===== config.mk =====
export PLATFORM = sky130hd
export DESIGN_NAME = register_change_trace_log
export DESIGN_NICKNAME = d
export VERILOG_FILES = /design/src/rtl/rctl_pkg.sv /design/src/rtl/rctl_shadow.sv /design/src/rtl/rctl_ring.sv /design/src/rtl/register_change_trace_log.sv
export SDC_FILE = /design/constraint.sdc
export NUM_CORES = 2
export LEC_CHECK = 0
export BUFFER_PORTS_ARGS = -buffer_cell sky130_fd_sc_hd__buf_2
export CAP_MARGIN = 20
export CORE_ASPECT_RATIO = 1.2
export CORE_MARGIN = 1.5
export CORE_UTILIZATION = 48
export DETAILED_ROUTE_END_ITERATION = 6
export SLEW_MARGIN = 20
export SYNTH_ARGS = -nofsm -noshare
export SYNTH_HDL_FRONTEND = slang
export SYNTH_SLANG_ARGS = --single-unit

===== constraint.sdc =====
create_clock -name clk -period 20.1 [get_ports clk]
set_input_delay 1.005 -clock clk [delete_from_list [all_inputs] [get_ports clk]]
set_output_delay 1.005 -clock clk [all_outputs]
set_load 0.005 [all_outputs]

===== src/rtl/rctl_pkg.sv =====
// ----------------------------------------------------------------------------
// Register change trace log: shared types and constants
// Command and result beat layouts, log record layout, operation codes and
// configuration register indexes.
// ----------------------------------------------------------------------------
package rctl_pkg;

  localparam int unsigned CFG_IDX_W  = 2;
  localparam int unsigned CFG_DATA_W = 32;

  localparam logic [CFG_IDX_W-1:0] CFG_TIME_VALID_MIN = 2'd0;
  localparam logic [CFG_IDX_W-1:0] CFG_WATCH_BASE     = 2'd1;

  localparam logic [31:0] TIME_VALID_RESET = 32'd1700000000;

  localparam logic OP_SAMPLE = 1'b0;
  localparam logic OP_READ   = 1'b1;

  typedef struct packed {
    logic        op;
    logic [3:0]  reg_index;
    logic [7:0]  reg_value;
    logic [31:0] sample_time;
    logic        sweep_end;
    logic [4:0]  read_pos;
  } cmd_t;

  typedef struct packed {
    logic        hit;
    logic [7:0]  rec_addr;
    logic [7:0]  rec_before;
    logic [7:0]  rec_after;
    logic [31:0] rec_time;
    logic [5:0]  rec_count;
  } result_t;

  typedef struct packed {
    logic [7:0]  addr;
    logic [7:0]  prior;
    logic [7:0]  after;
    logic [31:0] stamp;
  } rec_t;

endpackage


===== src/rtl/rctl_shadow.sv =====
// ----------------------------------------------------------------------------
// Last-value store
// Holds the most recent value of each watched register. Entries read as zero
// until written after reset. The read is registered and forwards a write to
// the same entry in the same cycle.
// ----------------------------------------------------------------------------
module rctl_shadow #(
  parameter int unsigned DEPTH = 16,
  parameter int unsigned AW    = 4
) (
  input  logic          clk,
  input  logic          rst,
  input  logic          wr_en,
  input  logic [AW-1:0] wr_addr,
  input  logic [7:0]    wr_data,
  input  logic          rd_en,
  input  logic [AW-1:0] rd_addr,
  output logic [7:0]    rd_data
);

  logic [7:0]       mem [DEPTH];
  logic [DEPTH-1:0] vld;

  always_ff @(posedge clk) begin
    if (rst) begin
      vld <= '0;
    end else if (wr_en) begin
      vld[wr_addr] <= 1'b1;
    end
  end

  always_ff @(posedge clk) begin
    if (wr_en) begin
      mem[wr_addr] <= wr_data;
    end
  end

  always_ff @(posedge clk) begin
    if (rd_en) begin
      if (wr_en && (wr_addr == rd_addr)) begin
        rd_data <= wr_data;
      end else if (vld[rd_addr]) begin
        rd_data <= mem[rd_addr];
      end else begin
        rd_data <= '0;
      end
    end
  end

endmodule


===== src/rtl/rctl_ring.sv =====
// ----------------------------------------------------------------------------
// Trace ring memory
// One write port and one registered read port. A write to the entry being
// read in the same cycle is forwarded to the read data.
// ----------------------------------------------------------------------------
module rctl_ring #(
  parameter int unsigned DEPTH = 32,
  parameter int unsigned AW    = 5
) (
  input  logic           clk,
  input  logic           wr_en,
  input  logic [AW-1:0]  wr_addr,
  input  rctl_pkg::rec_t wr_data,
  input  logic           rd_en,
  input  logic [AW-1:0]  rd_addr,
  output rctl_pkg::rec_t rd_data
);

  rctl_pkg::rec_t mem [DEPTH];

  always_ff @(posedge clk) begin
    if (wr_en) begin
      mem[wr_addr] <= wr_data;
    end
  end

  always_ff @(posedge clk) begin
    if (rd_en) begin
      if (wr_en && (wr_addr == rd_addr)) begin
        rd_data <= wr_data;
      end else begin
        rd_data <= mem[rd_addr];
      end
    end
  end

endmodule


===== src/rtl/register_change_trace_log.sv =====
// ----------------------------------------------------------------------------
// Register change trace log
// Watches a bank of byte registers through sample beats and logs every
// change after the priming sweep into a ring that keeps the newest records.
// ----------------------------------------------------------------------------
//
// Channel    Ports                           Direction  Transfer
// ---------  ------------------------------  ---------  ---------------------
// command    start, busy, cmd                in         start && !busy
// result     done, result                    out        done (one cycle)
// config     wr_en, wr_index, wr_data        in         wr_en
//
// A command beat is taken in every cycle in which busy is low. The accepting
// edge loads the command register and the memory reads, the next edge loads
// the result register, so done is high in the cycle after that edge and the
// result is taken at the edge that ends it. Throughput is one beat per cycle
// while busy is low, set by the single-pass compare and ring write in the
// second stage. Reset is synchronous and clears the last-value store (through
// per-entry valid bits), the ring write pointer, the fill count and the
// priming flag; busy is high while reset is asserted. The receiver cannot
// stall, so there is no output back-pressure and done is a pure strobe.
//
module register_change_trace_log #(
  parameter int unsigned WATCHED_REGS = 16,
  parameter int unsigned LOG_DEPTH    = 32
) (
  input  logic                              clk,
  input  logic                              rst,
  input  logic                              start,
  output logic                              busy,
  input  rctl_pkg::cmd_t                    cmd,
  output logic                              done,
  output rctl_pkg::result_t                 result,
  input  logic                              wr_en,
  input  logic [rctl_pkg::CFG_IDX_W-1:0]    wr_index,
  input  logic [rctl_pkg::CFG_DATA_W-1:0]   wr_data
);

  localparam int unsigned IDX_W  = (WATCHED_REGS > 1) ? $clog2(WATCHED_REGS) : 1;
  localparam int unsigned PTR_W  = $clog2(LOG_DEPTH);
  localparam int unsigned FILL_W = $clog2(LOG_DEPTH + 1);
  localparam int unsigned SUM_W  = ((PTR_W > 5) ? PTR_W : 5) + 1;

  // Configuration registers.
  logic [31:0] time_valid_min;
  logic [7:0]  watch_base;

  // Control state.
  logic              primed;
  logic [PTR_W-1:0]  write_ptr;
  logic [FILL_W-1:0] log_fill;
  logic              s1_valid;
  rctl_pkg::cmd_t    s1_cmd;

  // Stage-one results and next-state values.
  logic              primed_next;
  logic [PTR_W-1:0]  write_ptr_next;
  logic [FILL_W-1:0] log_fill_next;
  logic              s1_sample;
  logic              s1_in_rng;
  logic [IDX_W-1:0]  s1_idx;
  logic              s1_change;
  logic              s1_read_hit;
  logic              sh_we;
  logic [7:0]        sh_rd;
  rctl_pkg::rec_t    rec_new;
  rctl_pkg::rec_t    ring_rd;

  // Stage-zero read addressing.
  logic              fire;
  logic              in_rng;
  logic              sh_re;
  logic              ring_re;
  logic [PTR_W-1:0]  start_slot;
  logic [SUM_W-1:0]  slot_sum;
  logic [SUM_W-1:0]  slot_wrap;
  logic [PTR_W-1:0]  ring_raddr;

  assign busy = rst;
  assign fire = start && !busy;

  // Configuration writes. Unknown indexes are dropped.
  always_ff @(posedge clk) begin
    if (rst) begin
      time_valid_min <= rctl_pkg::TIME_VALID_RESET;
      watch_base     <= '0;
    end else if (wr_en) begin
      unique case (wr_index)
        rctl_pkg::CFG_TIME_VALID_MIN: time_valid_min <= wr_data[31:0];
        rctl_pkg::CFG_WATCH_BASE:     watch_base     <= wr_data[7:0];
        default: begin
        end
      endcase
    end
  end

  // Stage one: compare against the stored value and decide the record.
  always_comb begin
    s1_sample = (s1_cmd.op == rctl_pkg::OP_SAMPLE);
    s1_in_rng = (9'(s1_cmd.reg_index) < 9'(WATCHED_REGS));
    s1_idx    = IDX_W'(s1_cmd.reg_index);
    s1_change = s1_valid && s1_sample && primed && s1_in_rng &&
                (s1_cmd.reg_value != sh_rd);
    sh_we     = s1_valid && s1_sample && s1_in_rng && (!primed || s1_change);
    primed_next = primed || (s1_valid && s1_sample && s1_cmd.sweep_end);

    rec_new.addr   = watch_base + 8'(s1_cmd.reg_index);
    rec_new.prior  = sh_rd;
    rec_new.after  = s1_cmd.reg_value;
    rec_new.stamp  = (s1_cmd.sample_time > time_valid_min) ? s1_cmd.sample_time : '0;

    write_ptr_next = write_ptr;
    log_fill_next  = log_fill;
    if (s1_change) begin
      write_ptr_next = (write_ptr == PTR_W'(LOG_DEPTH - 1)) ? '0 : write_ptr + 1'b1;
      if (log_fill != FILL_W'(LOG_DEPTH)) begin
        log_fill_next = log_fill + 1'b1;
      end
    end

    s1_read_hit = s1_valid && !s1_sample &&
                  (SUM_W'(s1_cmd.read_pos) < SUM_W'(log_fill));
  end

  // Stage zero: the ring slot is computed from the pointers as they will be
  // once the item ahead has finished, so back-to-back reads see its record.
  always_comb begin
    in_rng     = (9'(cmd.reg_index) < 9'(WATCHED_REGS));
    sh_re      = fire && (cmd.op == rctl_pkg::OP_SAMPLE) && in_rng;
    start_slot = (log_fill_next == FILL_W'(LOG_DEPTH)) ? write_ptr_next : '0;
    slot_sum   = SUM_W'(start_slot) + SUM_W'(cmd.read_pos);
    slot_wrap  = (slot_sum >= SUM_W'(LOG_DEPTH)) ? slot_sum - SUM_W'(LOG_DEPTH) : slot_sum;
    ring_raddr = slot_wrap[PTR_W-1:0];
    ring_re    = fire && (cmd.op == rctl_pkg::OP_READ) &&
                 (SUM_W'(cmd.read_pos) < SUM_W'(log_fill_next));
  end

  rctl_shadow #(
    .DEPTH (WATCHED_REGS),
    .AW    (IDX_W)
  ) u_shadow (
    .clk     (clk),
    .rst     (rst),
    .wr_en   (sh_we),
    .wr_addr (s1_idx),
    .wr_data (s1_cmd.reg_value),
    .rd_en   (sh_re),
    .rd_addr (IDX_W'(cmd.reg_index)),
    .rd_data (sh_rd)
  );

  rctl_ring #(
    .DEPTH (LOG_DEPTH),
    .AW    (PTR_W)
  ) u_ring (
    .clk     (clk),
    .wr_en   (s1_change),
    .wr_addr (write_ptr),
    .wr_data (rec_new),
    .rd_en   (ring_re),
    .rd_addr (ring_raddr),
    .rd_data (ring_rd)
  );

  // Control registers.
  always_ff @(posedge clk) begin
    if (rst) begin
      primed    <= 1'b0;
      write_ptr <= '0;
      log_fill  <= '0;
      s1_valid  <= 1'b0;
      done      <= 1'b0;
    end else begin
      primed    <= primed_next;
      write_ptr <= write_ptr_next;
      log_fill  <= log_fill_next;
      s1_valid  <= fire;
      done      <= s1_valid;
    end
  end

  // Command register and result register.
  always_ff @(posedge clk) begin
    if (fire) begin
      s1_cmd <= cmd;
    end
  end

  always_ff @(posedge clk) begin
    if (s1_valid) begin
      result.rec_count <= 6'(log_fill_next);
      if (s1_change) begin
        result.hit        <= 1'b1;
        result.rec_addr   <= rec_new.addr;
        result.rec_before <= rec_new.prior;
        result.rec_after  <= rec_new.after;
        result.rec_time   <= rec_new.stamp;
      end else if (s1_read_hit) begin
        result.hit        <= 1'b1;
        result.rec_addr   <= ring_rd.addr;
        result.rec_before <= ring_rd.prior;
        result.rec_after  <= ring_rd.after;
        result.rec_time   <= ring_rd.stamp;
      end else begin
        result.hit        <= 1'b0;
        result.rec_addr   <= '0;
        result.rec_before <= '0;
        result.rec_after  <= '0;
        result.rec_time   <= '0;
      end
    end
  end

endmodule

Yosys cells after proc, flatten, opt, wreduce, memory -nomap -nowiden
Memory sizes are Yosys's and may differ from the RTL's. A register that Yosys moved wholly into a read port is not among the register bits. Cells that the tools add are included.

Add/subtract/negate cells: 5. Magnitude comparators: 7. Equality and inequality tests: 6. Muxes and demuxes: 19. Bitwise gates (word level): 3. Reductions and logical operators: 20.

Operators with widths (number): $mux W57 (1); $mux W56 (1); $gt A32 B32 Y1 (1); $mux W32 (1); $mux W5 (4); $mux W8 (2); $or A16 B16 Y16 (1); $logic_and A1 B1 Y1 (13); $lt A5 B6 Y1 (2); $mux W6 (2); $lt A4 B5 Y1 const B (2); $add A8 B4 Y8 (1); $ne A8 B8 Y1 (1); $add A5 B5 Y6 (1); $add A6 B1 Y6 const B (1); $eq A6 B6 Y1 const B (1); $ge A6 B6 Y1 const B (1); $mux W1 (6); $ne A6 B6 Y1 const B (1); $add A5 B1 Y5 const B (1); $eq A5 B5 Y1 const B (1); $sub A5 B1 Y5 const B (1); $bmux W1 S4 (1); $demux W1 S4 (1); 8 further kinds (12).

Flip-flop bits (word level): 192. Memory bits (writable): 1920. Memories: 2.

Memories: u_ring.mem (depth 32, bits a word 56, read ports 1, clocked after memory_dff 1, wr ports 1, RTL line rctl_ring.sv:19) `rctl_pkg::rec_t mem [DEPTH];`; u_shadow.mem (depth 16, bits a word 8, read ports 1, clocked after memory_dff 0, wr ports 1, RTL line rctl_shadow.sv:21) `logic [7:0] mem [DEPTH];`.

Logic depth before layout (Yosys ltp)
Depth in word-level cells: 10. Mapped depth: 21. Depth with buffers taken out: 19.

By module
From an unflattened synthesis, not the netlist that was laid out.

Cells, all modules: 4766. Area, all modules: 86198.9 sq um.

Modules (own cells, without submodules): rctl_ring (instances 1, cells an instance 3772, area an instance 72295.6 sq um); register_change_trace_log (instances 1, cells an instance 679, area an instance 7943.9 sq um); rctl_shadow (instances 1, cells an instance 315, area an instance 5959.5 sq um).

Worst setup path after synthesis
Ideal clock, no wire load.

Path type: flip-flop to flip-flop. Start: register s1_valid. End: memory u_ring.mem[7][0] (netlist name) (enable). Setup time: 539 ps. Arrival time: 6911 ps. Required time: 19561 ps. Slack: 12651 ps. Cell stages (with the launch flop): 8. Clock period less this slack: 7449 ps. Path through: dfxtp_1 -> nor2b_1 -> nand2_1 -> a21oi_4 -> clkbuf_1 -> clkbuf_1 -> nand3_1 -> nor3_1.

Longest elaborated chain between the ends: 5.

Ends and longest elaborated chain: from (decl) (RTL line register_change_trace_log.sv:52) `logic s1_valid;`; from (signal assigned) (RTL line register_change_trace_log.sv:177) `s1_valid <= fire;`; $logic_and A1 B1 Y1 (3 in a row) (RTL line register_change_trace_log.sv:102) `s1_change = s1_valid && s1_sample && primed && s1_in_rng &&`; $mux W1 (RTL line rctl_ring.sv:22) `if (wr_en) begin`; $mux W1 (not written as such) (RTL line rctl_ring.sv:23) `mem[wr_addr] <= wr_data;`; to (decl) (RTL line rctl_ring.sv:19).

Every way passes these cells.

Worst setup path after layout
Start: register u_shadow.rd_data[2]. End: register, netlist name u_ring.rd_data[12].

Longest elaborated chain between the ends: 8. Elaborated cells on any way between the ends: 12. Those cells by class: add/sub (2); order compare (2); eq/ne (2); mux (4); reduce/logical (2).

Ends and longest elaborated chain: from (decl) (RTL line rctl_shadow.sv:18) `output logic [7:0] rd_data`; from (signal assigned) (RTL line rctl_shadow.sv:41) `rd_data <= wr_data;`; from (signal assigned) (RTL line rctl_shadow.sv:43) `rd_data <= mem[rd_addr];`; $ne A8 B8 Y1 * (RTL line register_change_trace_log.sv:103) `(s1_cmd.reg_value != sh_rd);`; $logic_and A1 B1 Y1 * (RTL line register_change_trace_log.sv:102); $mux W6 (RTL line register_change_trace_log.sv:114) `if (s1_change) begin`; $eq A6 B6 Y1 (RTL line register_change_trace_log.sv:130) `start_slot = (log_fill_next == FILL_W'(LOG_DEPTH)) ? write_ptr_next : '0;`; $mux W5 (RTL line register_change_trace_log.sv:130); $add A5 B5 Y6 (RTL line register_change_trace_log.sv:131) `slot_sum = SUM_W'(start_slot) + SUM_W'(cmd.read_pos);`; $sub A5 B1 Y5 / $ge A6 B6 Y1 (equally long branches) (RTL line register_change_trace_log.sv:132) `slot_wrap = (slot_sum >= SUM_W'(LOG_DEPTH)) ? slot_sum - SUM_W'(LOG_DEPTH) : slot_sum;`; $mux W5 (RTL line register_change_trace_log.sv:132).

Mark *: on every way between the ends. The rest lies on a longest branch, timed or not. A chain may end at the register's enable or synchronous reset.

==> flow_metrics.tcl <==
set metrics [dict create \
    end_kind "register" \
    drc_errors 0 \
    yosys_warnings 0 \
    cts_tree "built" \
    critPathTopFamily "buffers and inverters" \
    startpoint "u_shadow.rd_data[2]" \
    ios 154 \
    dp.cells 6082 \
    dr.pass1.iters 5 \
    cp.depth 17 \
    nFillCells 13150 \
    p_total_mw 9.334 \
    ys_ff_latch 2168 \
    via_count 40530 \
    reg2reg_slack_ns 10.51 \
    postRouteAntennaNets 0 \
    final_cell_area_mm2 0.09508 \
    die_h_um 461.6 \
    dieArea_mm2 0.1778 \
    post_cts_buffers 0 \
    routed_wl_um 224400 \
    core_mm2 0.1745 \
    grt_pass1_vias 40650 \
    hold_class "in2reg" \
    synth_top_cells_by_count "edfxtp_1 (2098), mux4_2 (605), clkbuf_1 (127)" \
    htree_levels 4 \
    worstPathCellList "xor2_1, nor4_2, a21o_1, o21ai_0, o21ai_1, or3b_2, nor2_1, ha_4, inv_1, fa_4, buf_12, buf_4, buf_4, mux4_2, mux4_2, mux2_2, mux2_2" \
    p_leak_nw 30.71 \
    synth.most_common_cell "edfxtp_1" \
    grt_overflow 0 \
    synthArstFlopShare 0 \
    critPathCapture "u_ring.rd_data[12]" \
    place.gp.congestion 0.7785 \
    ys.flop_type "edfxtp_1" \
    vdd_drop_max_mv 0.08022 \
    dpl_cell_area_mm2 0.08836 \
    grt_first_pass_wirelength_um 312600 \
    p_comb_frac 0.047 \
    syn_area_mm2 0.08414 \
    status "completed" \
    drive_gt1_frac 0.3254 \
    cts_root_buf "clkbuf_16" \
    power-per-cell-area_mw_per_mm2 98.17 \
    synthCells 3693 \
    slowest_delay_ns 1.40 \
    seqPwrFrac 0.539 \
    clock_skew_ns 0.06450 \
    nets 4147 \
    crit_buf_inv 4 \
    slowest_stage "fa_4" \
    worstRegToRegCells 17 \
    final_core_utilization 0.5450 \
    post_cts_resized 0 \
    area_delta_synth_final_pct 13.00 \
    start_kind "register" \
    synth_top_area_share 0.7488 \
    die_w_um 385.2 \
    swShare 0.2129 \
    vias_per_cell 6.257 \
    cp_max_fo 134 \
    setup_tns_ns 0 \
    dp_hpwl_um 118400 \
    required_ns 20.71 \
    tightest_slew_ns 1.189 \
    path_class "reg2reg" \
    post-route-min-period_ns 9.589 \
    avgRoutedWirePerCell_um 34.64 \
    period_share 0.4771 \
    hold_buffers 0 \
    r2r_start "u_shadow.rd_data[2]" \
    drt_first_iter_violations 4756 \
    holdWs_ns 0.3217 \
    start_util 0.4823 \
    avgSynthCellArea_um2 22.78 \
    pre_cts_ws_ns 10.32 \
    setup_ws_ns 10.51 \
    slew_viol_final 0 \
    r2r_end "u_ring.rd_data[12]" \
    switchingPower_mw 1.988 \
    row_count 168 \
    final_cells 6478 \
    multi_input_area_mm2 0.01906 \
    final-setup-viol-count 0 \
    min-delay-start "cmd[27]" \
    rsz0062_at_grt "false" \
    grt_usage 0.2537 \
    synth_area_leaders "edfxtp_1 (75%), mux4_2 (16%), dfxtp_1 (1.7%)" \
    yosysSeqAreaShare 0.7654 \
    portBuffers 153 \
    relSlewSlack 0.1989 \
    synth_area_leader_cell "edfxtp_1" \
    fmax_ghz 0.1043 \
    p_clk_frac 0.414 \
    cts.reportedPaths.clkPinSlew_ns 0.06 \
    synth_edf_count 2098 \
    clkSinkCount 2168 \
    worstSkewPairLatency_ns 0.87 \
    arrival_ns 10.20 \
    drv_cap 0 \
    p_int_mw 7.347 \
    grt_max_degree 147 \
    ctsLongestPathBuffers 3 \
    antenna_found_initial 6 \
    seq_area_mm2 0.06441 \
    hold_violations 0 \
    synth.distinct_cells 56 \
    cts_buffers 210 \
    synth_nets 3839 \
]
-- worst min path at each step --
stage | end | depth (start not counted) | slack, ns
after global routing | s1_cmd[7] | 1 | 0.28
after detailed placement | time_valid_min[9] | 2 | 0.45
final | s1_cmd[27] | 1 | 0.32
after floorplan | u_shadow.vld[12] | 2 | 0.43
after global placement | time_valid_min[5] | 2 | 0.44
after CTS | rec_new[39] | 1 | 0.26
-- final cells by class --
| type | count | area share |
|---|---|---|
| diodes | 3 | 0.00007896 |
| inverters | 63 | 0.002487 |
| well taps | 2295 | 0.03020 |
| repair buffers | 286 | 0.01919 |
| clock buffers | 273 | 0.05896 |
| multi-input cells | 1272 | 0.2005 |
| clock inverters | 118 | 0.01120 |
| flip-flops and latches | 2168 | 0.6774 |
-- logic make-up after synthesis --
group,after synthesis,share of synthesized area
multiplexers,727,0.1794
AND/OR/NAND/NOR,293,0.01676
buffers and inverters,253,0.01248
AO/OA/AOI/OAI,166,0.01413
XOR/XNOR,29,0.003182
flip-flops,2168,0.7654
adder cells (fa/ha/maj),57,0.008655
-- state kept, by name (all words and copies together), names as in the netlist, 16 cells and up --
name and count:
result 63, s1_cmd 39, time_valid_min 32, u_ring.mem 1792, u_ring.rd_data 56, u_shadow.mem 128, u_shadow.vld 16
-- placed cells by master (no fill, tap or decap), types with 7 or more instances in the layout --
cell	count
edfxtp_1	2098
mux4_2	605
clkbuf_16	213
buf_2	152
buf_4	129
nor2_1	90
nand2_1	70
mux2_2	69
dfxtp_1	69
inv_1	63
clkbuf_1	55
ha_1	54
a22o_1	53
clkinv_2	45
clkinv_1	40
a21oi_1	39
mux2_4	30
o21ai_0	26
and3_1	23
nor3_2	22
mux2i_1	16
a21o_1	15
a211o_1	15
bufinv_16	14
xor2_1	12
nor2_4	12
nand3_1	11
and3_2	10
nor2b_1	9
xnor2_1	8
nand2b_1	8
nor3_1	7
nand4_1	7
mux2_1	7
-- power groups by stage --
stage	logic (mW)	clock network, mW	registers [mW]
6_report	0.436	3.86	5.03
5_1_grt	0.467	4.08	5.03
4_1_cts	0.440	3.91	5.03
3_5_place_dp	0.439	0	5.13
3_3_place_gp	0.431	0	5.13
2_1_floorplan	0.292	0	5.12
-- layer usage --
layer  track usage  share of wire
met1        0.3632           0.41
met3       0.04233          0.081
met5             0       0.000045
met4       0.06715          0.023
met2        0.4081           0.49
Power figures use the tool's default switching activity.
